==> src/rtl/tgpb_pkg.sv <==
// Package of the glyph page blitter: page geometry, codes, font ROM,
// controller/datapath interface types. No dependencies.
`timescale 1ns / 1ps

package tgpb_pkg;

    localparam int PAGE_SIDE   = 60;
    localparam int GLYPH_COUNT = 27;
    localparam int GLYPH_ROWS  = 5;
    localparam int GLYPH_COLS  = 6;
    localparam int PAGE_DEPTH  = PAGE_SIDE * PAGE_SIDE;
    localparam int ADDR_W      = $clog2(PAGE_DEPTH);
    localparam int POS_W       = $clog2(PAGE_SIDE);
    localparam int COORD_W     = 11;
    localparam int GLYPH_W     = $clog2(GLYPH_COUNT);
    localparam int FONT_DEPTH  = GLYPH_COUNT * GLYPH_ROWS;
    localparam int FONT_AW     = $clog2(FONT_DEPTH);
    localparam int ROW_CNT_W   = $clog2(GLYPH_ROWS);
    localparam int COL_CNT_W   = $clog2(GLYPH_COLS);

    localparam logic [1:0] OP_PLACE = 2'd0;
    localparam logic [1:0] OP_READ  = 2'd1;
    localparam logic [1:0] OP_CLEAR = 2'd2;

    localparam logic [1:0] ALIGN_LEFT   = 2'd0;
    localparam logic [1:0] ALIGN_RIGHT  = 2'd1;
    localparam logic [1:0] ALIGN_CENTER = 2'd2;
    localparam logic [1:0] ALIGN_ABS    = 2'd3;

    localparam logic [7:0] CHAR_DOT   = 8'h2E;
    localparam logic [7:0] CHAR_STAR  = 8'h2A;
    localparam logic [6:0] CHAR_SPACE = 7'h20;
    localparam logic [6:0] CHAR_A     = 7'h41;
    localparam logic [6:0] CHAR_Z     = 7'h5A;

    localparam logic [GLYPH_W-1:0] GLYPH_BLANK = GLYPH_W'(GLYPH_COUNT - 1);

    localparam logic [5:0] FONT_ROM [FONT_DEPTH] = '{
        6'h1C,6'h22,6'h3E,6'h22,6'h22, 6'h3C,6'h22,6'h3C,6'h22,6'h3C,
        6'h1E,6'h22,6'h20,6'h20,6'h1E, 6'h3C,6'h22,6'h22,6'h22,6'h3C,
        6'h3E,6'h20,6'h38,6'h20,6'h3E, 6'h3E,6'h20,6'h38,6'h20,6'h20,
        6'h1E,6'h20,6'h26,6'h22,6'h1C, 6'h22,6'h22,6'h3E,6'h22,6'h22,
        6'h3E,6'h08,6'h08,6'h08,6'h3E, 6'h0E,6'h04,6'h04,6'h24,6'h18,
        6'h22,6'h24,6'h38,6'h24,6'h22, 6'h20,6'h20,6'h20,6'h20,6'h3E,
        6'h22,6'h36,6'h2A,6'h22,6'h22, 6'h22,6'h32,6'h2A,6'h26,6'h22,
        6'h1C,6'h22,6'h22,6'h22,6'h1C, 6'h3C,6'h22,6'h3C,6'h20,6'h20,
        6'h1C,6'h22,6'h22,6'h26,6'h1E, 6'h3C,6'h22,6'h3C,6'h24,6'h22,
        6'h1E,6'h20,6'h1C,6'h02,6'h3C, 6'h3E,6'h2A,6'h08,6'h08,6'h1C,
        6'h22,6'h22,6'h22,6'h22,6'h1C, 6'h22,6'h22,6'h14,6'h14,6'h08,
        6'h22,6'h22,6'h2A,6'h36,6'h22, 6'h22,6'h14,6'h08,6'h14,6'h22,
        6'h22,6'h14,6'h08,6'h08,6'h08, 6'h3E,6'h04,6'h08,6'h10,6'h3E,
        6'h00,6'h00,6'h00,6'h00,6'h00
    };

    typedef logic signed [COORD_W-1:0] coord_t;
    typedef logic [ADDR_W-1:0] addr_t;

    typedef enum logic [2:0] {
        ST_CLEAR,
        ST_IDLE,
        ST_DECODE,
        ST_DRAW,
        ST_RDATA
    } state_t;

    typedef struct packed {
        logic load;
        logic sweep_step;
        logic draw_step;
        logic small_write;
        logic out_load;
    } ctrl_cmd_t;

    typedef struct packed {
        logic [1:0] op;
        logic       big;
        logic       glyph_ok;
        logic       sweep_done;
        logic       draw_done;
        logic       out_free;
    } ctrl_status_t;

    function automatic logic [5:0] font_row(input logic [GLYPH_W-1:0] glyph,
                                            input logic [ROW_CNT_W-1:0] line);
        logic [FONT_AW-1:0] idx;
        idx = FONT_AW'(glyph) * FONT_AW'(GLYPH_ROWS) + FONT_AW'(line);
        return FONT_ROM[idx];
    endfunction

endpackage

==> src/rtl/tgpb_ctrl.sv <==
// Controller of the glyph page blitter: request sequencing state machine.
// Depends on tgpb_pkg.
`timescale 1ns / 1ps

module tgpb_ctrl
(
    input  logic                  clk,
    input  logic                  rst_n,
    input  logic                  in_valid,
    output logic                  in_ready,
    input  tgpb_pkg::ctrl_status_t status,
    output tgpb_pkg::ctrl_cmd_t    cmd
);

    tgpb_pkg::state_t state_reg;
    tgpb_pkg::state_t state_next;

    always_ff @(posedge clk or negedge rst_n)
    begin
        if (!rst_n)
        begin
            state_reg <= tgpb_pkg::ST_CLEAR;
        end
        else
        begin
            state_reg <= state_next;
        end
    end

    always_comb
    begin
        state_next = state_reg;
        case (state_reg)
            tgpb_pkg::ST_CLEAR:
            begin
                if (status.sweep_done)
                begin
                    state_next = tgpb_pkg::ST_IDLE;
                end
            end
            tgpb_pkg::ST_IDLE:
            begin
                if (in_valid)
                begin
                    state_next = tgpb_pkg::ST_DECODE;
                end
            end
            tgpb_pkg::ST_DECODE:
            begin
                case (status.op)
                    tgpb_pkg::OP_READ:  state_next = tgpb_pkg::ST_RDATA;
                    tgpb_pkg::OP_CLEAR: state_next = tgpb_pkg::ST_CLEAR;
                    tgpb_pkg::OP_PLACE:
                    begin
                        if (status.big && status.glyph_ok)
                        begin
                            state_next = tgpb_pkg::ST_DRAW;
                        end
                        else
                        begin
                            state_next = tgpb_pkg::ST_IDLE;
                        end
                    end
                    default: state_next = tgpb_pkg::ST_IDLE;
                endcase
            end
            tgpb_pkg::ST_DRAW:
            begin
                if (status.draw_done)
                begin
                    state_next = tgpb_pkg::ST_IDLE;
                end
            end
            tgpb_pkg::ST_RDATA:
            begin
                if (status.out_free)
                begin
                    state_next = tgpb_pkg::ST_IDLE;
                end
            end
            default: state_next = tgpb_pkg::ST_IDLE;
        endcase
    end

    always_comb
    begin
        in_ready = 1'b0;
        cmd      = '0;
        case (state_reg)
            tgpb_pkg::ST_CLEAR:
            begin
                cmd.sweep_step = 1'b1;
            end
            tgpb_pkg::ST_IDLE:
            begin
                in_ready = 1'b1;
                cmd.load = in_valid;
            end
            tgpb_pkg::ST_DECODE:
            begin
                cmd.small_write = (status.op == tgpb_pkg::OP_PLACE) && !status.big;
            end
            tgpb_pkg::ST_DRAW:
            begin
                cmd.draw_step = 1'b1;
            end
            tgpb_pkg::ST_RDATA:
            begin
                cmd.out_load = status.out_free;
            end
            default:
            begin
                cmd = '0;
            end
        endcase
    end

endmodule

==> config.mk <==
export PLATFORM = sky130hd
export DESIGN_NAME = tgpb_ctrl
export DESIGN_NICKNAME = d
export VERILOG_FILES = /design/src/rtl/tgpb_pkg.sv /design/src/rtl/tgpb_ctrl.sv
export SDC_FILE = /design/constraint.sdc
export NUM_CORES = 1
export LEC_CHECK = 0
export ABC_AREA = 1
export BUFFER_PORTS_ARGS = -buffer_cell sky130_fd_sc_hd__buf_2
export CAP_MARGIN = 20
export CORE_AREA = 4 4 41 43
export CTS_CLUSTER_DIAMETER = 60
export CTS_CLUSTER_SIZE = 24
export DETAILED_ROUTE_END_ITERATION = 6
export DIE_AREA = 0 0 45 47
export GPL_TIMING_DRIVEN = 0
export PLACE_DENSITY = 0.44
export SLEW_MARGIN = 20
export SYNTH_ARGS = -nofsm -noshare
export SYNTH_HDL_FRONTEND = slang
export SYNTH_SLANG_ARGS = --single-unit
export TNS_END_PERCENT = 1
==> constraint.sdc <==
create_clock -name clk -period 1.5 [get_ports clk]
set_clock_uncertainty 0.1 [all_clocks]
set_input_delay 0.3 -clock clk [delete_from_list [all_inputs] [get_ports clk]]
set_output_delay 0.3 -clock clk [all_outputs]
set_load 0.02 [all_outputs]
==> results of run 1 <==
timing repair:
action,in CTS,in global routing
buffers inserted,4,0
resized for setup,12,5
setup endpoints to repair,4,6
endpoints found under the hold margin,3,0
pin swaps,1,1
hold buffers,1,0
synth_stat cells:
cell type   n  area, um2
inv_2       1       3.75
nor4_1      1       6.26
o21ai_0     2       10.0
inv_1      11       41.3
a21oi_1     1       5.00
nor3_1      1       5.00
nor2_2      1       6.26
nand3_1     4       20.0
ha_1        3       37.5
nand4_1     1       6.26
nand2_1    12       45.0
nor2_1      5       18.8
dfrtp_1     3       75.1
cell families after synthesis:
logic type / after synthesis / share of synthesized area
flip-flops: 3 / 0.268
adder cells (fa/ha/maj): 3 / 0.134
AO/OA/AOI/OAI: 3 / 0.0536
buffers and inverters: 12 / 0.161
AND/OR/NAND/NOR: 25 / 0.384
critical path, delay by kind of cell, from the launching register on:
family	cells	cell delay, ns
buffers and inverters	2	0.30
flip-flops	1	0.42
AND/OR/NAND/NOR	1	0.19
metrics by stage:
step                cells  setup TNS [ns]
detailed placement     76               0
global placement       76               0
CTS                    85          -0.130
finish                 85          -0.104
global route           85          -0.490
floorplan              46               0
power breakdown:
| part | internal (mW) | leakage, nW | switching [mW] |
|---|---|---|---|
| clock | 0.0995 | 0.0150 | 0.0396 |
| sequential | 0.117 | 0.0360 | 0.0444 |
| combinational | 0.219 | 0.237 | 0.271 |
| total | 0.435 | 0.288 | 0.355 |
how the worst min path moves through the flow:
stage                   start                        to  slack [ns]  cells after the start
global placement        rst_n  state_reg[1]$_DFFE_PN0P_      -0.003                      1
finish              status[1]  state_reg[1]$_DFFE_PN0P_        0.24                      4
floorplan               rst_n  state_reg[0]$_DFFE_PN0P_        -0.1                      0
global route        status[1]  state_reg[1]$_DFFE_PN0P_        0.26                      4
detailed placement      rst_n  state_reg[1]$_DFFE_PN0P_      -0.004                      1
CTS                 status[1]  state_reg[1]$_DFFE_PN0P_        0.23                      4
cell type report:
class	instances	area (um2)
Fill cell	155	815
Multi-Input combinational cell	31	181
Timing Repair Buffer	20	138
Sequential cell	3	77.6
Inverter	12	45.0
Clock buffer	4	26.3
Tap cell	15	18.8
per-layer routing:
metal,routed length (um),part of all wire
met2,341,0.47
met5,0,0
met3,82,0.11
met4,0,0
met1,299,0.41
==> reports/results.ini, run 1 <==
[critical_path]
r2r_slack_ns = 0.23
crit_chain = buf_6 > nor3_1 > buf_4
regToRegStartpoint = state_reg[0]$_DFFE_PN0P_
endpoint_kind = primary output
reg2reg_depth = 7
slowest_delay_ns = 0.42
crit_path_start_kind = register
cp.required_ns = 1.10
cp_slowest_cell = dfrtp_2
timing.rr.end = state_reg[0]$_DFFE_PN0P_
endpoint = cmd[3]
crit_fanout = 4
worstSetupPathType = reg2out
arrival_ns = 1.15
crit_start = state_reg[0]$_DFFE_PN0P_

[floorplan]
die_w_um = 45
die_h_um = 47
die-area_um2 = 2120
initial_utilization = 0.215
rows = 13
ios = 16
core_area_um2 = 1300

[clocking]
cts_tree = built
htreeDepth = 1
cts.sinks = 3
cts_buffer_depth = 2
cts_buffers = 3
clk_pin_slew_ns = 0.04
root_buffer = clkbuf_4
insertion_delay_ns = 0.23

[final_layout]
area_delta_synth_final_pct = 73.7
final_cell_mix = nand2_1 (11), buf_2 (9), inv_1 (8), buf_4 (8)
drive_gt1_frac = 0.471
final_nets = 84
final_common_cell = nand2_1
fin_area_um2 = 487
fin_util = 0.374
diodes = 0
largest_register_ffs = 3

[synthesis]
synth-warning-count = 0
synth-seq-cells = 3
postSynthAreaPerCell_um2 = 6.09
syn-instance-count = 46
synth_nets = 59
ys_seq_area_frac = 0.268
synth_cell_types = 13
mappedNetlistArea_um2 = 280

[sta]
finalHoldViolations = 0
setup_slack_ns = -0.0469
rsz0062_at_grt = true
hold_ws_ns = 0.243
fmax_mhz = 646
final.period_utilization = 1.03
slew_viol_final = 0
setup_viol = 4
relSlewSlack = 0.873
fin_crit_ns = 1.55
worst_pin_slew_ns = 0.188

[detailed_routing]
drc = 0
drtIter0Drc = 2
totalWireLength_um = 724
wl_per_cell_um = 8.52
ant_nets = 0
vias = 355
post_drt_via_cell_ratio = 4.18
first_pass_iters = 2

[placed_design]
place_area_um2 = 380
place_congestion = 0.726
post-place-ws_ns = 0.0528
io_buffers = 15
dpl.hpwl_um = 568

[grt]
grt_use_total = 0.0712
grt_pass1_wl_um = 1120
use_met2 = 0.119
grt_antenna_before_repair = 0
top_usage_layer = met2
grt_max_degree = 7
grtUsageMet1 = 0.0799
grtUsageMet3 = 0.0307
grt_pass1_vias = 313
globalRouteOverflowTotal = 0

[status]
violations = setup timing
status = finished with violations

[pwr]
finalPower_mw = 0.791
ir_drop_v = 0.000567
power_density_nw_per_um2 = 1620
p_leak_nw = 0.288

[flow_run]
drv_cap = 0

[worst_hold_path]
holdCritPathClass = in2reg

No activity file was read; power rests on OpenSTA's default activity.
==> run 2, diff against run 1 <==
--- a/config.mk
+++ b/config.mk
@@ -9,11 +9,13 @@
 export BUFFER_PORTS_ARGS = -buffer_cell sky130_fd_sc_hd__buf_2
 export CAP_MARGIN = 20
 export CORE_AREA = 4 4 41 43
+export CTS_BUF_LIST = sky130_fd_sc_hd__clkbuf_16
 export CTS_CLUSTER_DIAMETER = 60
 export CTS_CLUSTER_SIZE = 24
 export DETAILED_ROUTE_END_ITERATION = 6
 export DIE_AREA = 0 0 45 47
 export GPL_TIMING_DRIVEN = 0
+export HOLD_SLACK_MARGIN = 0.12
 export PLACE_DENSITY = 0.44
 export SLEW_MARGIN = 20
 export SYNTH_ARGS = -nofsm -noshare
==> run 2 against run 1 <==
  * The run still ends with setup timing left
  * Core utilization increased by 4.3 points
  * Clock-buffer cell count decreased by 1
  * Clock power increased to 3.0 times the previous value
  * Setup slack improved by 0.024 ns
  * Critical path depth increased by 3
  * Die area unchanged
  * Global-route usage increased by 0.96 points
  * Flip-flop and latch count unchanged
  * Highest routed layer is now met4
  * Sequential share of layout area decreased by 1.7 points
  * Largest cell class unchanged
  * Critical path type unchanged
  * Routed wire length increased by 5.1%
==> reports/results.ini, run 2 (same netlist as run 1, synthesis figures left out) <==
[clocking]
cts_buffer_depth = 2
htreeDepth = 1
cts_buffers = 3
root_buffer = clkbuf_16
clk_pin_slew_ns = 0.03
cts.sinks = 3
cts_tree = built
insertion_delay_ns = 0.23

[grt]
use_met2 = 0.116
grtUsageMet3 = 0.0460
top_usage_layer = met2
grt_pass1_vias = 327
grt_use_total = 0.0808
globalRouteOverflowTotal = 0
grt_max_degree = 7
grt_pass1_wl_um = 1150
grt_antenna_before_repair = 0
grtUsageMet1 = 0.0732

[floorplan]
die-area_um2 = 2120
ios = 16
initial_utilization = 0.215
die_h_um = 47
rows = 13
die_w_um = 45
core_area_um2 = 1300

[placed_design]
io_buffers = 15
dpl.hpwl_um = 568
place_congestion = 0.726
place_area_um2 = 380
post-place-ws_ns = 0.0528

[pwr]
finalPower_mw = 1.08
ir_drop_v = 0.000924
p_leak_nw = 0.317
power_density_nw_per_um2 = 2000

[sta]
final.period_utilization = 1.02
worst_pin_slew_ns = 0.191
relSlewSlack = 0.872
slew_viol_final = 0
rsz0062_at_grt = true
fin_crit_ns = 1.52
fmax_mhz = 657
setup_slack_ns = -0.0231
setup_viol = 2
hold_ws_ns = 0.246
finalHoldViolations = 0

[final_layout]
largest_register_ffs = 3
diodes = 0
area_delta_synth_final_pct = 93.7
fin_area_um2 = 543
multi_input_area_um2 = 181
drive_gt1_frac = 0.471
final_cell_mix = nand2_1 (11), inv_1 (9), buf_2 (9)
seq_area_um2 = 77.6
final_common_cell = nand2_1
fillCellCount = 147
final_nets = 84

[status]
status = finished with violations
violations = setup timing

[critical_path]
crit_start = state_reg[0]$_DFFE_PN0P_
regToRegStartpoint = state_reg[0]$_DFFE_PN0P_
worstSetupPathType = reg2out
arrival_ns = 1.12
cp.required_ns = 1.10
endpoint_kind = primary output
crit_path_start_kind = register
crit_fanout = 3

[detailed_routing]
post_drt_via_cell_ratio = 4.21
first_pass_iters = 3
drc = 0
totalWireLength_um = 761
ant_nets = 0
vias = 358
drtIter0Drc = 3
wl_per_cell_um = 8.95

[flow_run]
drv_cap = 0

[worst_hold_path]
holdCritPathClass = in2reg
hold_start = status[1]

-- run 2: changes by cell type in the layout (fill, tap and decap cells not counted), sizes merged --
| cell | previous run | this run |
|---|---|---|
| clkbuf | 4 | 3 |
| inv | 12 | 13 |
-- run 2: per-stage QoR --
stage	utilization	TNS (ns)	cells
finish	0.417	-0.0323	85
global route	0.417	-0.324	85
CTS	0.402	-0.0642	85
detailed placement	0.292	0	76
global placement	0.292	0	76
floorplan	-	0	46
-- run 2: where the power goes --
part	internal (mW)	switching (mW)
clock network	0.344	0.0791
logic	0.226	0.274
registers	0.117	0.0434
total	0.687	0.397
-- run 2: area by class of cell --
class,instances,share of cell area
multi-input combinational,31,0.334
timing repair buffer,20,0.260
sequential,3,0.143
clock buffer,3,0.138
inverter,12,0.0829
tap,15,0.0346
clock inverter,1,0.00691
-- run 2: metal layers --
metal / part of all wire / vias to the layer above
met5: 0 / -
met4: 0.053 / 0
met3: 0.11 / 4
met2: 0.44 / 17
met1: 0.40 / 147
li1: - / 190
-- run 2: timing repair --
action                     4_1_cts  5_1_grt
buffers inserted                 4        0
hold buffers                     1        0
hold endpoints to repair         3        0
pin swaps                        1        1
setup endpoints to repair        4        6
resized for setup               12        6
-- run 2: final timing paths --
kind	slack, ns	end	cells after the start
min	0.25	state_reg[1]$_DFFE_PN0P_	4
max	-0.02	cmd[1]	6
max in group asynchronous	0.87	state_reg[0]$_DFFE_PN0P_	2
min reg2reg	0.55	state_reg[0]$_DFFE_PN0P_	3
max reg2reg	0.24	state_reg[0]$_DFFE_PN0P_	7
min in group asynchronous	0.30	state_reg[1]$_DFFE_PN0P_	2
-- run 2: worst max-delay path, stage by stage, from the launching register on --
cell     delay, ns
dfrtp_2       0.42
inv_2         0.08
nand3_2       0.07
inv_2         0.06
nand2_1       0.04
nor2_1        0.09
buf_4         0.15
==> run 3, diff against run 2 <==
--- a/config.mk
+++ b/config.mk
@@ -7,7 +7,7 @@
 export LEC_CHECK = 0
 export ABC_AREA = 1
 export BUFFER_PORTS_ARGS = -buffer_cell sky130_fd_sc_hd__buf_2
-export CAP_MARGIN = 20
+export CAP_MARGIN = 0
 export CORE_AREA = 4 4 41 43
 export CTS_BUF_LIST = sky130_fd_sc_hd__clkbuf_16
 export CTS_CLUSTER_DIAMETER = 60
==> constraint.sdc (replaced) <==
create_clock -name clk -period 1.5 [get_ports clk]
set_clock_uncertainty 0.1 [all_clocks]
set_input_delay 0.15 -clock clk [delete_from_list [all_inputs] [get_ports clk]]
set_output_delay 0.15 -clock clk [all_outputs]
set_load 0.02 [all_outputs]
==> run 3 against run 2 <==
  * The run now ends clean
  * Sequential power barely moved
  * Sequential share of layout area increased by 1.6 points
  * Flip-flop and latch count unchanged
  * Highest routed layer unchanged
  * Clock-buffer cell count stayed put
==> reports/results.ini, run 3 (same netlist as run 1, synthesis figures left out) <==
[clocking]
cts_buffer_depth = 2
cts_buffers = 3
htreeDepth = 1
cts_tree = built
insertion_delay_ns = 0.22
root_buffer = clkbuf_16
cts.sinks = 3
clk_pin_slew_ns = 0.03

[floorplan]
ios = 16
die_h_um = 47
core_area_um2 = 1300
die-area_um2 = 2120
die_w_um = 45
rows = 13
initial_utilization = 0.215

[critical_path]
timing.rr.end = state_reg[0]$_DFFE_PN0P_
cp.depth = 6
crit_path_start_kind = register
crit_chain = inv_2 > nand3_1 > inv_2 > nand2_1 > nor2_1 > buf_4
crit_family = flip-flops
reg2reg_depth = 7
worstSetupPathType = reg2out
slowest_delay_ns = 0.43
crit_buf_inv = 3
r2r_slack_ns = 0.33
worst_path_most_repeated_cell = inv_2
endpoint_kind = primary output
crit_start = state_reg[2]$_DFFE_PN0P_
cp.required_ns = 1.25
endpoint = cmd[1]
arrival_ns = 1.19
cp_slowest_cell = dfrtp_2
regToRegStartpoint = state_reg[2]$_DFFE_PN0P_
crit_fanout = 5

[final_layout]
seq_area_um2 = 77.6
drive_gt1_frac = 0.397
final_nets = 82
area_delta_synth_final_pct = 74.1
final_cell_mix = buf_2 (14), nand2_1 (12), inv_1 (9)
multi_input_area_um2 = 163
fillCellCount = 149
largest_register_ffs = 3
fin_util = 0.375
final_common_cell = buf_2
diodes = 0

[sta]
setup_viol = 0
fin_setup_tns_ns = 0
final.period_utilization = 0.959
fmax_mhz = 696
finalHoldViolations = 0
fin_crit_ns = 1.44
setup_slack_ns = 0.0622
relSlewSlack = 0.858
worst_pin_slew_ns = 0.210
rsz0062_at_grt = false
slew_viol_final = 0

[grt]
grt_use_total = 0.0728
top_usage_layer = met2
grt_pass1_vias = 286
grt_max_degree = 7
globalRouteOverflowTotal = 0
grtUsageMet1 = 0.0915
use_met2 = 0.102
grt_pass1_wl_um = 1100
grtUsageMet3 = 0.0268
grt_antenna_before_repair = 0

[detailed_routing]
post_drt_via_cell_ratio = 3.84
wl_per_cell_um = 8.25
totalWireLength_um = 685
first_pass_iters = 4
drc = 0
vias = 319
drtIter0Drc = 4
ant_nets = 0

[status]
status = completed

[pwr]
p_leak_nw = 0.300
ir_drop_v = 0.000438
power_density_nw_per_um2 = 1950
finalPower_mw = 0.953

[placed_design]
place_congestion = 0.710
post-place-ws_ns = 0.240
io_buffers = 15
dpl.hpwl_um = 552

[worst_hold_path]
holdCritPathClass = in2reg

[flow_run]
drv_cap = 0

[run 3: repair_timing]
item                                    in CTS  in global routing
hold buffers                                 2                  0
setup buffers                                0                  1
pin swaps                                    0                  0
gates resized for setup                      1                  6
endpoints found under the setup margin       1                  3
endpoints found under the hold margin        4                  0
[run 3: per-stage QoR]
step                area, um2  hold slack, ns  instances
floorplan                 280          -0.246         46
global placement          374          -0.153         76
detailed placement        374          -0.150         76
CTS                       475           0.149         82
global route              488           0.167         83
finish                    488           0.143         83
[run 3: worst min-delay path by stage]
stage,startpoint,to,slack [ns],cells after the start
2_1_floorplan,rst_n,state_reg[0]$_DFFE_PN0P_,-0.25,0
3_3_place_gp,rst_n,state_reg[1]$_DFFE_PN0P_,-0.15,1
3_5_place_dp,rst_n,state_reg[2]$_DFFE_PN0P_,-0.15,1
4_1_cts,rst_n,state_reg[0]$_DFFE_PN0P_,0.15,2
5_1_grt,rst_n,state_reg[1]$_DFFE_PN0P_,0.17,2
6_report,status[0],state_reg[2]$_DFFE_PN0P_,0.14,4
[run 3: layer usage]
metal | routed length (um) | share of wire
met4 | 16 | 0.023
met3 | 75 | 0.11
met5 | 0 | 0
met1 | 333 | 0.49
met2 | 260 | 0.38
[run 3: report_power, final]
group	internal [mW]	switching, mW	leakage, nW	total [mW]
clock	0.344	0.0732	0.0423	0.417
combinational	0.141	0.233	0.222	0.374
sequential	0.116	0.0470	0.0356	0.163
total	0.600	0.353	0.300	0.953
[run 3: final cells by class]
type,count,share of cell area
clock inverter,1,0.00769
timing repair buffer,18,0.215
multi-input combinational,31,0.333
clock buffer,3,0.154
sequential,3,0.159
inverter,12,0.0923
tap,15,0.0385
[run 3: worst min-delay path, cell delays in order]
cell	delay [ns]
buf_2	0.07
inv_1	0.04
nand3_1	0.10
nand2_1	0.06
